==> config.mk <==
export PLATFORM = sky130hd
export DESIGN_NAME = gregorian_date_arithmetic_flat
export DESIGN_NICKNAME = d
export VERILOG_FILES = /design/src/rtl/gda_pkg.sv /design/src/rtl/gda_in_if.sv /design/src/rtl/gda_out_if.sv /design/src/rtl/gda_datapath.sv /design/src/rtl/gda_ctrl.sv /design/src/rtl/gregorian_date_arithmetic.sv /design/src/flat_wrapper.sv
export SDC_FILE = /design/constraint.sdc
export NUM_CORES = 2
export LEC_CHECK = 0
export BUFFER_PORTS_ARGS = -buffer_cell sky130_fd_sc_hd__buf_4
export CAP_MARGIN = 20
export CORE_MARGIN = 2
export CORE_UTILIZATION = 50
export CTS_CLUSTER_DIAMETER = 100
export CTS_CLUSTER_SIZE = 20
export DETAILED_ROUTE_END_ITERATION = 7
export PLACE_DENSITY = 0.69
export SYNTH_ARGS = -nofsm -noshare
export SYNTH_HDL_FRONTEND = slang
export SYNTH_SLANG_ARGS = --single-unit
export TNS_END_PERCENT = 100
==> constraint.sdc <==
create_clock -name clk -period 9.8 [get_ports clk]
set_input_delay 0.98 -clock clk [delete_from_list [all_inputs] [get_ports clk]]
set_output_delay 0.98 -clock clk [all_outputs]
set_load 0.005 [all_outputs]
==> src/rtl/gda_pkg.sv <==
// Shared types, codes and calendar tables for the Gregorian date block.
// Used by the controller, the datapath and the top level; no dependencies.
`timescale 1ns / 1ps

package gda_pkg;

	localparam int unsigned MAX_YEAR_DEF = 9999;

	// Operation codes
	localparam logic [1:0] OP_LOAD = 2'd0;
	localparam logic [1:0] OP_ADD  = 2'd1;
	localparam logic [1:0] OP_DIFF = 2'd2;
	localparam logic [1:0] OP_CMP  = 2'd3;

	// Result status codes
	localparam logic [1:0] ST_OK       = 2'd0;
	localparam logic [1:0] ST_BAD_DATE = 2'd1;
	localparam logic [1:0] ST_RANGE    = 2'd2;

	// Datapath commands
	typedef logic [3:0] cmd_t;
	localparam cmd_t C_NONE  = 4'd0;
	localparam cmd_t C_LATCH = 4'd1;
	localparam cmd_t C_YB1   = 4'd2;
	localparam cmd_t C_YB2   = 4'd3;
	localparam cmd_t C_CHKG  = 4'd4;
	localparam cmd_t C_DNS   = 4'd5;
	localparam cmd_t C_ADD   = 4'd6;
	localparam cmd_t C_GUESS = 4'd7;
	localparam cmd_t C_SEED  = 4'd8;
	localparam cmd_t C_STEP  = 4'd9;
	localparam cmd_t C_BACK  = 4'd10;
	localparam cmd_t C_REM   = 4'd11;
	localparam cmd_t C_MON   = 4'd12;
	localparam cmd_t C_FIN   = 4'd13;

	typedef struct packed {
		logic [1:0] op;
		logic       range_bad;
		logic       base_le;
		logic       mon_done;
	} dp_stat_t;

	// x / 100 == (x * 5243) >> 19 for x below 43699
	localparam logic [12:0] DIV100_MUL = 13'd5243;
	localparam int unsigned DIV100_SH  = 19;
	// floor(2^32 / 365.2425), rounded down so the year estimate never overshoots
	localparam logic [23:0] INV_YEAR_MUL = 24'd11759221;

	function automatic logic [4:0] month_len(input logic [3:0] m, input logic lp);
		logic [4:0] len;
		case (m)
			4'd1, 4'd3, 4'd5, 4'd7, 4'd8, 4'd10, 4'd12: len = 5'd31;
			4'd4, 4'd6, 4'd9, 4'd11:                     len = 5'd30;
			4'd2:                                        len = lp ? 5'd29 : 5'd28;
			default:                                     len = 5'd0;
		endcase
		return len;
	endfunction

	// Days before the first of month m in a common year
	function automatic logic [8:0] cum_days(input logic [3:0] m);
		logic [8:0] c;
		case (m)
			4'd2:    c = 9'd31;
			4'd3:    c = 9'd59;
			4'd4:    c = 9'd90;
			4'd5:    c = 9'd120;
			4'd6:    c = 9'd151;
			4'd7:    c = 9'd181;
			4'd8:    c = 9'd212;
			4'd9:    c = 9'd243;
			4'd10:   c = 9'd273;
			4'd11:   c = 9'd304;
			4'd12:   c = 9'd334;
			default: c = 9'd0;
		endcase
		return c;
	endfunction

endpackage

==> src/rtl/gda_in_if.sv <==
// Request channel interface: valid/ready plus the request item fields.
// No dependencies.
`timescale 1ns / 1ps

interface gda_in_if;
	logic               valid;
	logic               ready;
	logic [1:0]         op;
	logic [13:0]        in_year;
	logic [3:0]         in_month;
	logic [4:0]         in_day;
	logic signed [22:0] day_count;

	modport source (output valid, op, in_year, in_month, in_day, day_count, input ready);
	modport sink (input valid, op, in_year, in_month, in_day, day_count, output ready);
endinterface

==> src/rtl/gda_out_if.sv <==
// Response channel interface: valid/ready plus the result item fields.
// No dependencies.
`timescale 1ns / 1ps

interface gda_out_if;
	logic               valid;
	logic               ready;
	logic [13:0]        cur_year;
	logic [3:0]         cur_month;
	logic [4:0]         cur_day;
	logic signed [22:0] day_difference;
	logic               is_less;
	logic               is_equal;
	logic [1:0]         status;

	modport source (output valid, cur_year, cur_month, cur_day, day_difference,
		is_less, is_equal, status, input ready);
	modport sink (input valid, cur_year, cur_month, cur_day, day_difference,
		is_less, is_equal, status, output ready);
endinterface

==> src/rtl/gda_datapath.sv <==
// Datapath: stored date, day-number unit, year search and month walk, result register.
// Depends on gda_pkg; driven by gda_ctrl commands.
`timescale 1ns / 1ps

module gda_datapath #(
	parameter int unsigned MAX_YEAR = gda_pkg::MAX_YEAR_DEF
) (
	input  logic               clk,
	input  logic               arst_n,
	input  gda_pkg::cmd_t      cmd,
	output gda_pkg::dp_stat_t  stat,
	input  logic [1:0]         op,
	input  logic [13:0]        in_year,
	input  logic [3:0]         in_month,
	input  logic [4:0]         in_day,
	input  logic signed [22:0] day_count,
	output logic [13:0]        cur_year,
	output logic [3:0]         cur_month,
	output logic [4:0]         cur_day,
	output logic signed [22:0] day_difference,
	output logic               is_less,
	output logic               is_equal,
	output logic [1:0]         status
);

	localparam int unsigned LP = MAX_YEAR - 1;
	localparam int unsigned LEAP_TOP =
		(((MAX_YEAR % 4) == 0) && ((MAX_YEAR % 100) != 0)) || ((MAX_YEAR % 400) == 0) ? 1 : 0;
	localparam int unsigned TOP = 365 * LP + LP / 4 - LP / 100 + LP / 400 + 364 + LEAP_TOP;
	localparam logic [13:0]        MAX_Y    = 14'(MAX_YEAR);
	localparam logic signed [24:0] TOP_N    = 25'(TOP);
	localparam logic signed [23:0] DIFF_MAX = 24'sd4194303;
	localparam logic signed [23:0] DIFF_MIN = -24'sd4194304;

	// Stored date
	logic [13:0] sy_q;
	logic [3:0]  sm_q;
	logic [4:0]  sd_q;

	// Latched request
	logic [1:0]         op_q;
	logic [13:0]        gy_q;
	logic [3:0]         gm_q;
	logic [4:0]         gd_q;
	logic signed [22:0] cnt_q;

	// Working registers
	logic [14:0]        yb_q;
	logic [14:0]        yr_q;
	logic [22:0]        m365_q;
	logic [7:0]         pq_q;
	logic [8:0]         yq_q;
	logic [22:0]        base_q;
	logic               leap_q;
	logic               val_q;
	logic [22:0]        gn_q;
	logic [22:0]        sn_q;
	logic signed [24:0] n_q;
	logic [46:0]        mul_q;
	logic [8:0]         r_q;
	logic [3:0]         m_q;

	logic [13:0] p;
	logic [26:0] p_prod;
	logic [27:0] y_prod;
	logic [14:0] r100;
	logic        lp;
	logic [22:0] base_n;
	logic [22:0] dn_g;
	logic [22:0] dn_s;
	logic        valid_g;
	logic        range_bad;
	logic        base_le;
	logic [4:0]  cur_len;
	logic        mon_done;
	logic [14:0] g0;
	logic [14:0] cand;
	logic signed [23:0] diff_w;

	logic [13:0]        ny;
	logic [3:0]         nm;
	logic [4:0]         nd;
	logic signed [22:0] ndiff;
	logic               nless;
	logic               neq;
	logic [1:0]         nst;

	// Year base: day number of Jan 1 of yb_q, and its leap flag
	assign p      = yb_q[13:0] - 14'd1;
	assign p_prod = 27'(p) * 27'(gda_pkg::DIV100_MUL);
	assign y_prod = 28'(yb_q) * 28'(gda_pkg::DIV100_MUL);
	assign r100   = yb_q - 15'(yq_q) * 15'd100;
	assign lp     = ((yb_q[1:0] == 2'd0) && (r100 != 15'd0)) ||
	                ((r100 == 15'd0) && (yq_q[1:0] == 2'd0));
	assign base_n = m365_q + 23'(p >> 2) - 23'(pq_q) + 23'(pq_q >> 2);

	assign dn_g = base_q + 23'(gda_pkg::cum_days(gm_q)) + 23'(leap_q && (gm_q > 4'd2)) +
	              23'(gd_q) - 23'd1;
	assign dn_s = base_q + 23'(gda_pkg::cum_days(sm_q)) + 23'(leap_q && (sm_q > 4'd2)) +
	              23'(sd_q) - 23'd1;

	assign valid_g = (gy_q != 14'd0) && (gy_q <= MAX_Y) && (gm_q >= 4'd1) &&
	                 (gm_q <= 4'd12) && (gd_q != 5'd0) &&
	                 (gd_q <= gda_pkg::month_len(gm_q, leap_q));

	assign range_bad = (n_q < 25'sd0) || (n_q > TOP_N);
	assign base_le   = $signed({2'b00, base_q}) <= n_q;
	assign cur_len   = gda_pkg::month_len(m_q, leap_q);
	assign mon_done  = !((m_q < 4'd12) && (r_q >= 9'(cur_len)));
	assign g0        = mul_q[46:32];
	assign cand      = (g0 == 15'd0) ? 15'd1 : g0;
	assign diff_w    = $signed({1'b0, sn_q}) - $signed({1'b0, gn_q});

	assign stat = '{op: op_q, range_bad: range_bad, base_le: base_le, mon_done: mon_done};

	// Result and next stored date
	always_comb begin
		ny    = sy_q;
		nm    = sm_q;
		nd    = sd_q;
		ndiff = 23'sd0;
		nless = 1'b0;
		neq   = 1'b0;
		nst   = gda_pkg::ST_OK;
		case (op_q)
			gda_pkg::OP_LOAD: begin
				if (val_q) begin
					ny = gy_q;
					nm = gm_q;
					nd = gd_q;
				end else begin
					nst = gda_pkg::ST_BAD_DATE;
				end
			end
			gda_pkg::OP_ADD: begin
				if (range_bad) begin
					nst = gda_pkg::ST_RANGE;
				end else begin
					ny = yr_q[13:0];
					nm = m_q;
					nd = r_q[4:0] + 5'd1;
				end
			end
			gda_pkg::OP_DIFF: begin
				if (!val_q) begin
					nst = gda_pkg::ST_BAD_DATE;
				end else if (diff_w > DIFF_MAX) begin
					ndiff = DIFF_MAX[22:0];
					nst   = gda_pkg::ST_RANGE;
				end else if (diff_w < DIFF_MIN) begin
					ndiff = DIFF_MIN[22:0];
					nst   = gda_pkg::ST_RANGE;
				end else begin
					ndiff = diff_w[22:0];
				end
			end
			default: begin
				nless = (sy_q < gy_q) || ((sy_q == gy_q) && (sm_q < gm_q)) ||
				        ((sy_q == gy_q) && (sm_q == gm_q) && (sd_q < gd_q));
				neq   = (sy_q == gy_q) && (sm_q == gm_q) && (sd_q == gd_q);
			end
		endcase
	end

	always_ff @(posedge clk or negedge arst_n) begin
		if (!arst_n) begin
			sy_q <= 14'd1;
			sm_q <= 4'd1;
			sd_q <= 5'd1;
		end else if (cmd == gda_pkg::C_FIN) begin
			sy_q <= ny;
			sm_q <= nm;
			sd_q <= nd;
		end
	end

	always_ff @(posedge clk) begin
		case (cmd)
			gda_pkg::C_LATCH: begin
				op_q  <= op;
				gy_q  <= in_year;
				gm_q  <= in_month;
				gd_q  <= in_day;
				cnt_q <= day_count;
				yb_q  <= (op == gda_pkg::OP_ADD) ? {1'b0, sy_q} : {1'b0, in_year};
			end
			gda_pkg::C_YB1: begin
				m365_q <= 23'(p) * 23'd365;
				pq_q   <= p_prod[gda_pkg::DIV100_SH +: 8];
				yq_q   <= y_prod[gda_pkg::DIV100_SH +: 9];
			end
			gda_pkg::C_YB2: begin
				base_q <= base_n;
				leap_q <= lp;
			end
			gda_pkg::C_CHKG: begin
				val_q <= valid_g;
				gn_q  <= dn_g;
				yb_q  <= {1'b0, sy_q};
			end
			gda_pkg::C_DNS:   sn_q  <= dn_s;
			gda_pkg::C_ADD:   n_q   <= $signed({2'b00, sn_q}) + 25'(cnt_q);
			gda_pkg::C_GUESS: mul_q <= 47'(n_q[22:0]) * 47'(gda_pkg::INV_YEAR_MUL);
			gda_pkg::C_SEED: begin
				yr_q <= cand;
				yb_q <= cand + 15'd1;
			end
			gda_pkg::C_STEP: begin
				yr_q <= yb_q;
				yb_q <= yb_q + 15'd1;
			end
			gda_pkg::C_BACK: yb_q <= yr_q;
			gda_pkg::C_REM: begin
				r_q <= n_q[8:0] - base_q[8:0];
				m_q <= 4'd1;
			end
			gda_pkg::C_MON: begin
				if (!mon_done) begin
					r_q <= r_q - 9'(cur_len);
					m_q <= m_q + 4'd1;
				end
			end
			gda_pkg::C_FIN: begin
				cur_year       <= ny;
				cur_month      <= nm;
				cur_day        <= nd;
				day_difference <= ndiff;
				is_less        <= nless;
				is_equal       <= neq;
				status         <= nst;
			end
			default: begin
			end
		endcase
	end

endmodule

==> src/rtl/gda_ctrl.sv <==
// Controller: sequences the datapath per operation and runs both handshakes.
// Depends on gda_pkg.
`timescale 1ns / 1ps

module gda_ctrl (
	input  logic              clk,
	input  logic              arst_n,
	input  logic              in_valid,
	output logic              in_ready,
	output logic              out_valid,
	input  logic              out_ready,
	output gda_pkg::cmd_t     cmd,
	input  gda_pkg::dp_stat_t stat
);

	localparam logic [4:0] S_IDLE  = 5'd0;
	localparam logic [4:0] S_DISP  = 5'd1;
	localparam logic [4:0] S_GY1   = 5'd2;
	localparam logic [4:0] S_GY2   = 5'd3;
	localparam logic [4:0] S_GCHK  = 5'd4;
	localparam logic [4:0] S_SY1   = 5'd5;
	localparam logic [4:0] S_SY2   = 5'd6;
	localparam logic [4:0] S_SDN   = 5'd7;
	localparam logic [4:0] S_ADD   = 5'd8;
	localparam logic [4:0] S_RCHK  = 5'd9;
	localparam logic [4:0] S_GUESS = 5'd10;
	localparam logic [4:0] S_SEED  = 5'd11;
	localparam logic [4:0] S_TY1   = 5'd12;
	localparam logic [4:0] S_TY2   = 5'd13;
	localparam logic [4:0] S_TCHK  = 5'd14;
	localparam logic [4:0] S_BY1   = 5'd15;
	localparam logic [4:0] S_BY2   = 5'd16;
	localparam logic [4:0] S_REM   = 5'd17;
	localparam logic [4:0] S_MON   = 5'd18;
	localparam logic [4:0] S_FIN   = 5'd19;

	logic [4:0] state_q;
	logic [4:0] state_n;
	logic       ov_q;

	assign in_ready  = (state_q == S_IDLE);
	assign out_valid = ov_q;

	always_comb begin
		state_n = state_q;
		cmd     = gda_pkg::C_NONE;
		case (state_q)
			S_IDLE: begin
				if (in_valid) begin
					cmd     = gda_pkg::C_LATCH;
					state_n = S_DISP;
				end
			end
			S_DISP: begin
				case (stat.op)
					gda_pkg::OP_ADD: state_n = S_SY1;
					gda_pkg::OP_CMP: state_n = S_FIN;
					default:         state_n = S_GY1;
				endcase
			end
			S_GY1: begin
				cmd     = gda_pkg::C_YB1;
				state_n = S_GY2;
			end
			S_GY2: begin
				cmd     = gda_pkg::C_YB2;
				state_n = S_GCHK;
			end
			S_GCHK: begin
				cmd     = gda_pkg::C_CHKG;
				state_n = (stat.op == gda_pkg::OP_DIFF) ? S_SY1 : S_FIN;
			end
			S_SY1: begin
				cmd     = gda_pkg::C_YB1;
				state_n = S_SY2;
			end
			S_SY2: begin
				cmd     = gda_pkg::C_YB2;
				state_n = S_SDN;
			end
			S_SDN: begin
				cmd     = gda_pkg::C_DNS;
				state_n = (stat.op == gda_pkg::OP_ADD) ? S_ADD : S_FIN;
			end
			S_ADD: begin
				cmd     = gda_pkg::C_ADD;
				state_n = S_RCHK;
			end
			S_RCHK:  state_n = stat.range_bad ? S_FIN : S_GUESS;
			S_GUESS: begin
				cmd     = gda_pkg::C_GUESS;
				state_n = S_SEED;
			end
			S_SEED: begin
				cmd     = gda_pkg::C_SEED;
				state_n = S_TY1;
			end
			S_TY1: begin
				cmd     = gda_pkg::C_YB1;
				state_n = S_TY2;
			end
			S_TY2: begin
				cmd     = gda_pkg::C_YB2;
				state_n = S_TCHK;
			end
			S_TCHK: begin
				if (stat.base_le) begin
					cmd     = gda_pkg::C_STEP;
					state_n = S_TY1;
				end else begin
					cmd     = gda_pkg::C_BACK;
					state_n = S_BY1;
				end
			end
			S_BY1: begin
				cmd     = gda_pkg::C_YB1;
				state_n = S_BY2;
			end
			S_BY2: begin
				cmd     = gda_pkg::C_YB2;
				state_n = S_REM;
			end
			S_REM: begin
				cmd     = gda_pkg::C_REM;
				state_n = S_MON;
			end
			S_MON: begin
				cmd = gda_pkg::C_MON;
				if (stat.mon_done) begin
					state_n = S_FIN;
				end
			end
			S_FIN: begin
				if (!ov_q || out_ready) begin
					cmd     = gda_pkg::C_FIN;
					state_n = S_IDLE;
				end
			end
			default: state_n = S_IDLE;
		endcase
	end

	always_ff @(posedge clk or negedge arst_n) begin
		if (!arst_n) begin
			state_q <= S_IDLE;
			ov_q    <= 1'b0;
		end else begin
			state_q <= state_n;
			if (cmd == gda_pkg::C_FIN) begin
				ov_q <= 1'b1;
			end else if (out_ready) begin
				ov_q <= 1'b0;
			end
		end
	end

endmodule

==> src/rtl/gregorian_date_arithmetic.sv <==
// Top level of the Gregorian date block: controller, datapath and checks.
// Depends on gda_pkg, gda_in_if, gda_out_if, gda_ctrl and gda_datapath.
//
// Usage: request items arrive on req (valid/ready), one result item per request
// leaves on rsp (valid/ready). The block holds one date, 0001-01-01 after reset.
// Op load checks and stores a date, op add moves the stored date by a signed day
// count, op difference returns stored minus given date in days, op compare
// reports less/equal against the raw given fields.
// An add whose sum is out of range ends before the year search; otherwise its
// time is set by the year search (one pass of the shared year-base unit per
// candidate year) and by the month walk over the months of the found year.
// One item is in work at a time; req.ready is high only while the sequencer is idle.
// Results sit in an output register, so a new request is taken while the last
// result waits; if rsp stalls, the next result holds in its final step until
// the register frees. Reset is asynchronous and clears the stored date to
// 0001-01-01 and drops any pending result.
`timescale 1ns / 1ps

module gregorian_date_arithmetic #(
	parameter int unsigned MAX_YEAR = gda_pkg::MAX_YEAR_DEF
) (
	input logic       clk,
	input logic       arst_n,
	gda_in_if.sink    req,
	gda_out_if.source rsp
);

	gda_pkg::cmd_t     cmd;
	gda_pkg::dp_stat_t stat;

	// Sequencer and handshakes
	gda_ctrl u_ctrl (
		.clk       (clk),
		.arst_n    (arst_n),
		.in_valid  (req.valid),
		.in_ready  (req.ready),
		.out_valid (rsp.valid),
		.out_ready (rsp.ready),
		.cmd       (cmd),
		.stat      (stat)
	);

	// Stored date, arithmetic and the result register
	gda_datapath #(
		.MAX_YEAR (MAX_YEAR)
	) u_dp (
		.clk            (clk),
		.arst_n         (arst_n),
		.cmd            (cmd),
		.stat           (stat),
		.op             (req.op),
		.in_year        (req.in_year),
		.in_month       (req.in_month),
		.in_day         (req.in_day),
		.day_count      (req.day_count),
		.cur_year       (rsp.cur_year),
		.cur_month      (rsp.cur_month),
		.cur_day        (rsp.cur_day),
		.day_difference (rsp.day_difference),
		.is_less        (rsp.is_less),
		.is_equal       (rsp.is_equal),
		.status         (rsp.status)
	);

	// Busy right after an accept: no second item slips in
	a_busy_after_accept: assert property (@(posedge clk) disable iff (!arst_n)
		(req.valid && req.ready) |=> !req.ready)
		else $error("request accepted while sequencer busy");

	// The stored date reported has a month of 1 to 12, a day of at least 1 and a nonzero year
	a_date_sane: assert property (@(posedge clk) disable iff (!arst_n)
		rsp.valid |-> (rsp.cur_month >= 4'd1) && (rsp.cur_month <= 4'd12) &&
		(rsp.cur_day >= 5'd1) && (rsp.cur_year != 14'd0))
		else $error("stored date out of calendar range");

	// An invalid given date yields no difference and no compare flags
	a_bad_date_clean: assert property (@(posedge clk) disable iff (!arst_n)
		(rsp.valid && (rsp.status == gda_pkg::ST_BAD_DATE)) |->
		((rsp.day_difference == 23'sd0) && !rsp.is_less && !rsp.is_equal))
		else $error("invalid date result carries data");

	// Compare flags are exclusive
	a_less_eq_excl: assert property (@(posedge clk) disable iff (!arst_n)
		rsp.valid |-> !(rsp.is_less && rsp.is_equal))
		else $error("less and equal both set");

endmodule
==> src/flat_wrapper.sv <==
// flat-port wrapper written by rule: the top's interface ports become plain ports
module gregorian_date_arithmetic_flat 
#(
	parameter int unsigned MAX_YEAR = gda_pkg::MAX_YEAR_DEF
)
  (clk, arst_n, req_valid, req_op, req_in_year, req_in_month, req_in_day, req_day_count, req_ready, rsp_valid, rsp_cur_year, rsp_cur_month, rsp_cur_day, rsp_day_difference, rsp_is_less, rsp_is_equal, rsp_status, rsp_ready);
  gda_in_if req_i ();
  gda_out_if rsp_i ();
  input logic clk;
  input logic arst_n;
  input wire logic [$bits(req_i.valid)-1:0] req_valid;
  input wire logic [$bits(req_i.op)-1:0] req_op;
  input wire logic [$bits(req_i.in_year)-1:0] req_in_year;
  input wire logic [$bits(req_i.in_month)-1:0] req_in_month;
  input wire logic [$bits(req_i.in_day)-1:0] req_in_day;
  input wire logic [$bits(req_i.day_count)-1:0] req_day_count;
  output wire logic [$bits(req_i.ready)-1:0] req_ready;
  output wire logic [$bits(rsp_i.valid)-1:0] rsp_valid;
  output wire logic [$bits(rsp_i.cur_year)-1:0] rsp_cur_year;
  output wire logic [$bits(rsp_i.cur_month)-1:0] rsp_cur_month;
  output wire logic [$bits(rsp_i.cur_day)-1:0] rsp_cur_day;
  output wire logic [$bits(rsp_i.day_difference)-1:0] rsp_day_difference;
  output wire logic [$bits(rsp_i.is_less)-1:0] rsp_is_less;
  output wire logic [$bits(rsp_i.is_equal)-1:0] rsp_is_equal;
  output wire logic [$bits(rsp_i.status)-1:0] rsp_status;
  input wire logic [$bits(rsp_i.ready)-1:0] rsp_ready;
  assign req_i.valid = req_valid;
  assign req_i.op = req_op;
  assign req_i.in_year = req_in_year;
  assign req_i.in_month = req_in_month;
  assign req_i.in_day = req_in_day;
  assign req_i.day_count = req_day_count;
  assign req_ready = req_i.ready;
  assign rsp_valid = rsp_i.valid;
  assign rsp_cur_year = rsp_i.cur_year;
  assign rsp_cur_month = rsp_i.cur_month;
  assign rsp_cur_day = rsp_i.cur_day;
  assign rsp_day_difference = rsp_i.day_difference;
  assign rsp_is_less = rsp_i.is_less;
  assign rsp_is_equal = rsp_i.is_equal;
  assign rsp_status = rsp_i.status;
  assign rsp_i.ready = rsp_ready;
  gregorian_date_arithmetic #(.MAX_YEAR(MAX_YEAR)) u_core (.clk(clk), .arst_n(arst_n), .req(req_i), .rsp(rsp_i));
endmodule
Word-level counts from Yosys, hierarchy flattened
Memories as Yosys holds them, arrays and structs flattened. A register that Yosys moved wholly into a read port is not among the register bits.
Index checks and enable logic that the tools add are counted.
Operators by class
  multipliers: 5
  add/sub/neg operators: 21
  bitwise gates (word level): 2
  multiplexer cells: 44
  reductions and logical operators: 44
  order comparisons: 16
  eq/ne operators: 67
Operators with widths (number)
  case mux 5 bit (20 select lines): 1
  case mux 15 bit (5 select lines): 1
  == test 4 bit (second input constant): 16
  == test 4 x 3 -> 1 bit (second input constant): 12
  case mux 4 bit (12 select lines): 1
  multiplier 23 x 24 -> 47 bit (second input constant): 1
  adder 23 x 1 -> 23 bit: 2
  adder 23 x 5 -> 23 bit: 2
  adder 23 x 9 -> 23 bit: 2
  subtractor 23 x 1 -> 23 bit (second input constant): 2
  two-way mux 14 bit: 3
  == test 5 x 4 -> 1 bit (second input constant): 8
  two-way mux 5 bit: 8
  adder 15 x 1 -> 15 bit (second input constant): 2
  zero test 15 bit: 2
  case mux 15 bit (2 select lines): 1
  case mux 5 bit (3 select lines): 2
  multiplier 15 x 13 -> 28 bit (second input constant): 1
  case mux 14 bit (2 select lines): 1
  multiplier 14 x 13 -> 27 bit (second input constant): 1
  adder 24 x 23 -> 25 bit: 1
  greater-than comparator 25 x 23 -> 1 bit (second input constant): 1
  less-or-equal comparator 24 x 25 -> 1 bit: 1
  less-than comparator 25 x 1 -> 1 bit (second input constant): 1
  62 further kinds: 126
Storage, ports and cells
  register bits: 353
  memories kept: 2
  bits in read-only memories: 288
Memory list
  (name not given): depth 16, bits a word 9, rd ports 1, clocked after memory_dff 0, wr ports 0, RTL line gda_pkg.sv:64  | case (m)
  (name not given): depth 16, bits a word 9, rd ports 1, clocked after memory_dff 1, wr ports 0, RTL line gda_pkg.sv:64

Logic depth before layout (Yosys ltp)
  word-level depth: 7
  gate-level depth with buffers: 30
  gate-level depth less buffers: 30

By module
Synthesis repeated with hierarchy kept, for this count alone.
Unflattened totals
  cell total of the unflattened synthesis: 4138
  area, all modules: 42205.5 um2
By module, submodules not included
  gda_datapath: area each 41437.2 um2, cells each 4033, instances 1
  gda_ctrl: area each 768.2 um2, cells each 105, instances 1

Least setup slack after synthesis
Ideal clock, no wire load.
  kind: reg2reg
  start: reg u_core.u_dp.yb_q[0]
  end: reg u_core.u_dp.pq_q[7], data pin
  path buffers: 0
  slack: 2.819 ns
  data required time: 9.540 ns
  stages on the path, launching flop included: 28
  library setup time: 0.260 ns
  data arrival time: 6.721 ns
  cell sequence: edfxtp_1 -> inv_1 -> ha_1 -> o21ai_0 -> a21boi_0 -> nand3_1 -> nor2_1 -> xnor2_1 -> inv_1 -> ha_1 -> fa_1 -> inv_1 -> fa_1 -> fa_1 -> inv_1 -> fa_1 -> ha_1 -> a21oi_1 -> o21ai_0 -> nor4b_1 -> o21ai_0 -> nand4_1 -> o21ai_0 -> o211a_1 -> nor2_1 -> o2111ai_1 -> a21oi_1 -> xnor2_1
Between the ends
  longest elaborated chain between the ends: 2
RTL lines
  from (decl): RTL line gda_datapath.sv:48  | logic [14:0] yb_q;
  from (signal assigned): RTL line gda_datapath.sv:185  | yb_q <= (op == gda_pkg::OP_ADD) ? {1'b0, sy_q} : {1'b0, in_year};
  from (signal assigned): RTL line gda_datapath.sv:199  | yb_q <= {1'b0, sy_q};
  from (signal assigned): RTL line gda_datapath.sv:206  | yb_q <= cand + 15'd1;
  subtractor 14 x 1 -> 14 bit: RTL line gda_datapath.sv:89  | assign p = yb_q[13:0] - 14'd1;
  named net u_core.u_dp.p[0]: RTL line gda_datapath.sv:63  | logic [13:0] p;
  multiplier 14 x 13 -> 27 bit: RTL line gda_datapath.sv:90  | assign p_prod = 27'(p) * 27'(gda_pkg::DIV100_MUL);
  named net u_core.u_dp.p_prod[26]: RTL line gda_datapath.sv:64  | logic [26:0] p_prod;
  to (signal assigned): RTL line gda_datapath.sv:189  | pq_q <= p_prod[gda_pkg::DIV100_SH +: 8];
  to (decl): RTL line gda_datapath.sv:51  | logic [7:0] pq_q;
The timed path passes the listed nets, and every way through them passes these cells.
A chain may end at the register's enable or synchronous reset.

Worst setup path in the final report
Ends and elaborated chain as after synthesis.

==> impl_metrics.env <==
export IMPL_grt_max_degree=51
export IMPL_grt_pass1_wl_mm=156.4
export IMPL_fin_nets=5308
export IMPL_area_growth_pct=7.077
export IMPL_die_x_um=289.7
export IMPL_critPathKind="reg -> reg"
export IMPL_synth_edff_count=292
export IMPL_period_needed_ns=7.982
export IMPL_via_per_inst=5.416
export IMPL_synth_seq_cells=330
export IMPL_synth_top_cell_area_share_pct=23.18
export IMPL_clkLatencyLatePin_ns=0.60
export IMPL_drtAntennaViolNets=0
export IMPL_gp_congestion=0.9330
export IMPL_cts_tree="yes"
export IMPL_h_tree_depth=1
export IMPL_fin_crit_sh_pct=81.45
export IMPL_synth_flop_cell="edfxtp_1"
export IMPL_overflow=0
export IMPL_syn_nets=5211
export IMPL_die_y_um=289.7
export IMPL_synth_area_top_cells="ha_1, fa_1, edfxtp_1"
export IMPL_vias=27790
export IMPL_cp_start_kind="flip-flop"
export IMPL_max_freq_mhz=125.3
export IMPL_final_hold_violation_count=0
export IMPL_start_util_pct=50.58
export IMPL_avgSynthCellArea_sq_um=10.32
export IMPL_arrival_ns=8.29
export IMPL_path_delay_family="adder cells"
export IMPL_ys_seq_area_share_pct=23.72
export IMPL_synth_top_cell_by_area="ha_1"
export IMPL_hold_class="in -> async"
export IMPL_cts_hold_buf=0
export IMPL_syn_area_sq_um=40800
export IMPL_synth_cell_types=77
export IMPL_wl_mm=97.70
export IMPL_clock_skew_ns=0.03755
export IMPL_dr_first_iter_drc_count=1733
export IMPL_cts_buffer_depth=3
export IMPL_cpPeakStageDelay_ns=0.68
export IMPL_finalSetupTns_ns=0
export IMPL_ctsResizeCount=0
export IMPL_crit_required_ns=10.10
export IMPL_die_area_sq_um=83910
export IMPL_grtUsageTotal_pct=23.99
export IMPL_cp_common_cell="inv_1"
export IMPL_syn_inst=3955
export IMPL_core_area_sq_um=80680
export IMPL_synth_async_reset_ratio_pct=8.788
export IMPL_relSlewSlack_pct=26.38
export IMPL_io_pins=104
export IMPL_worst_slew_pin_slew_ns=1.103
export IMPL_clkTransAtPathRegs_ns=0.09
export IMPL_synth_common_cells="inv_1, ha_1, fa_1"
export IMPL_drv_cap=0
export IMPL_drive_above_1_share_pct=5.430
export IMPL_drc=0
export IMPL_outcome="finished clean"
export IMPL_cp_end_kind="flip-flop"
export IMPL_postCtsSetupBuffers=0
export IMPL_dpl_hpwl_mm=82.21
export IMPL_dr_pass1_iters=6
export IMPL_antenna_found_initial=1
export IMPL_numCtsBuffers=24
export IMPL_ys_warn_count=0
export IMPL_cp_max_fo=9
export IMPL_n_antenna_cell=0
export IMPL_crit_buf_inv=5
export IMPL_rows=104
export IMPL_io_buffers=103
export IMPL_first_global_vias=29000
export IMPL_rsz0062_at_grt="false"
export IMPL_yosysMostFrequentCell="inv_1"
export IMPL_maxSlewViolCount=0
export IMPL_clock_root_buffer="clkbuf_16"
export IMPL_slowest_stage="xnor2_1"
export IMPL_clock_sinks=330
export IMPL_wl_per_cell_um=19.04
export IMPL_setup_viol_count_final=0
[through the flow]
step	hold WS [ns]	util [%]	std cells	cell area [sq um]	setup WS (ns)
after global routing	0.3473	54.15	5130	43690	1.186
after CTS	0.3140	54.15	5130	43690	1.748
after global placement	0.5239	53.15	5083	42880	2.021
final	0.3440	54.15	5130	43690	1.818
after floorplan	0.5027	-	3955	40800	2.819
after detailed placement	0.5431	53.19	5086	42910	1.823
[cell families after synthesis]
| logic type | Yosys count | synth area share [%] |
|---|---|---|
| AND/OR/NAND/NOR | 580 | 6.970 |
| XOR/XNOR | 191 | 4.100 |
| buffers and inverters | 992 | 9.178 |
| AO/OA/AOI/OAI | 591 | 9.120 |
| multiplexers | 67 | 1.751 |
| adder cells (fa/ha/maj) | 1204 | 45.16 |
| flip-flops | 330 | 23.72 |
[sequential cells by signal, summed over array words and instances, names as in the netlist, 4 cells and up, named ones only]
signal,count
u_core.u_ctrl.state_q,5
u_core.u_dp.base_q,23
u_core.u_dp.cnt_q,23
u_core.u_dp.cur_day,5
u_core.u_dp.cur_month,4
u_core.u_dp.cur_year,14
u_core.u_dp.day_difference,23
u_core.u_dp.gd_q,5
u_core.u_dp.gm_q,4
u_core.u_dp.gn_q,23
u_core.u_dp.gy_q,14
u_core.u_dp.m365_q,23
u_core.u_dp.m_q,4
u_core.u_dp.mul_q,15
u_core.u_dp.n_q,25
u_core.u_dp.pq_q,8
u_core.u_dp.r_q,9
u_core.u_dp.sd_q,5
u_core.u_dp.sm_q,4
u_core.u_dp.sn_q,23
u_core.u_dp.sy_q,14
u_core.u_dp.yb_q,15
u_core.u_dp.yq_q,9
u_core.u_dp.yr_q,15
[worst register-to-register path, delay by kind of cell, from the launching register on]
family	cells	cell delay [ns]
buffers and inverters	5	0.68
xor gates and xnor gates	2	0.77
AOI/OAI and AO/OA	8	1.75
and+or+nand+nor	5	0.95
adders and majority gates	7	2.98
DFF	1	0.56
[area by class of cell]
| class | count | area, sq um |
|---|---|---|
| timing repair buffer | 123 | 927.1 |
| fill | 7211 | 36990 |
| clock inverter | 10 | 111.4 |
| clock buffer | 34 | 669.4 |
| inverter | 940 | 3528 |
| multi-input combinational | 2633 | 27450 |
| tap | 1060 | 1326 |
| sequential | 330 | 9678 |
[cell usage in the layout, fill, tap and decap left out, drive strengths merged, types with 26 or more instances in the layout]
cell type  netlist  routed
dfrtp           26      26
a21oi          155     155
edfxtp         292     292
nor2b           51      51
nand2b          35      35
nor2           158     158
nor3            47      47
fa             448     448
clkbuf          38      34
xnor2          133     133
nand3           48      48
mux2i           41      41
ha             756     756
inv            940     946
nand2          126     126
xor2            58      58
a21o            53      53
buf             14     123
o21ai          175     175
[routing by layer]
metal  vias up  wire length, um  GRT usage (%)
met5         -                0              0
met4         0             2800          6.436
met3       141             4296          2.520
met2       624            48210          42.16
met1     13740            42390          31.55
li1      13280                -              -
[worst paths after layout]
kind / from / cells after the start / end / slack, ns
worst max register to register: u_core.u_dp.yb_q[0]$_DFFE_PP_ / 27 / u_core.u_dp.pq_q[7]$_DFFE_PN_ / 1.82
worst min-delay path: arst_n / 1 / u_core.u_dp.sy_q[11]$_DFFE_PN0P_ / 0.34
worst max-delay path: u_core.u_dp.yb_q[0]$_DFFE_PP_ / 27 / u_core.u_dp.pq_q[7]$_DFFE_PN_ / 1.82
max in group asynchronous: arst_n / 1 / u_core.u_dp.sy_q[0]$_DFFE_PN1P_ / 9.10
min in group clk: req_day_count[4] / 1 / u_core.u_dp.cnt_q[4]$_DFFE_PN_ / 0.55
worst min register to register: u_core.u_dp.sy_q[0]$_DFFE_PN1P_ / 2 / u_core.u_dp.sy_q[0]$_DFFE_PN1P_ / 0.55
Power is not shown: default switching activity piles up to over one toggle a cycle in this logic, so the estimate is an artifact.
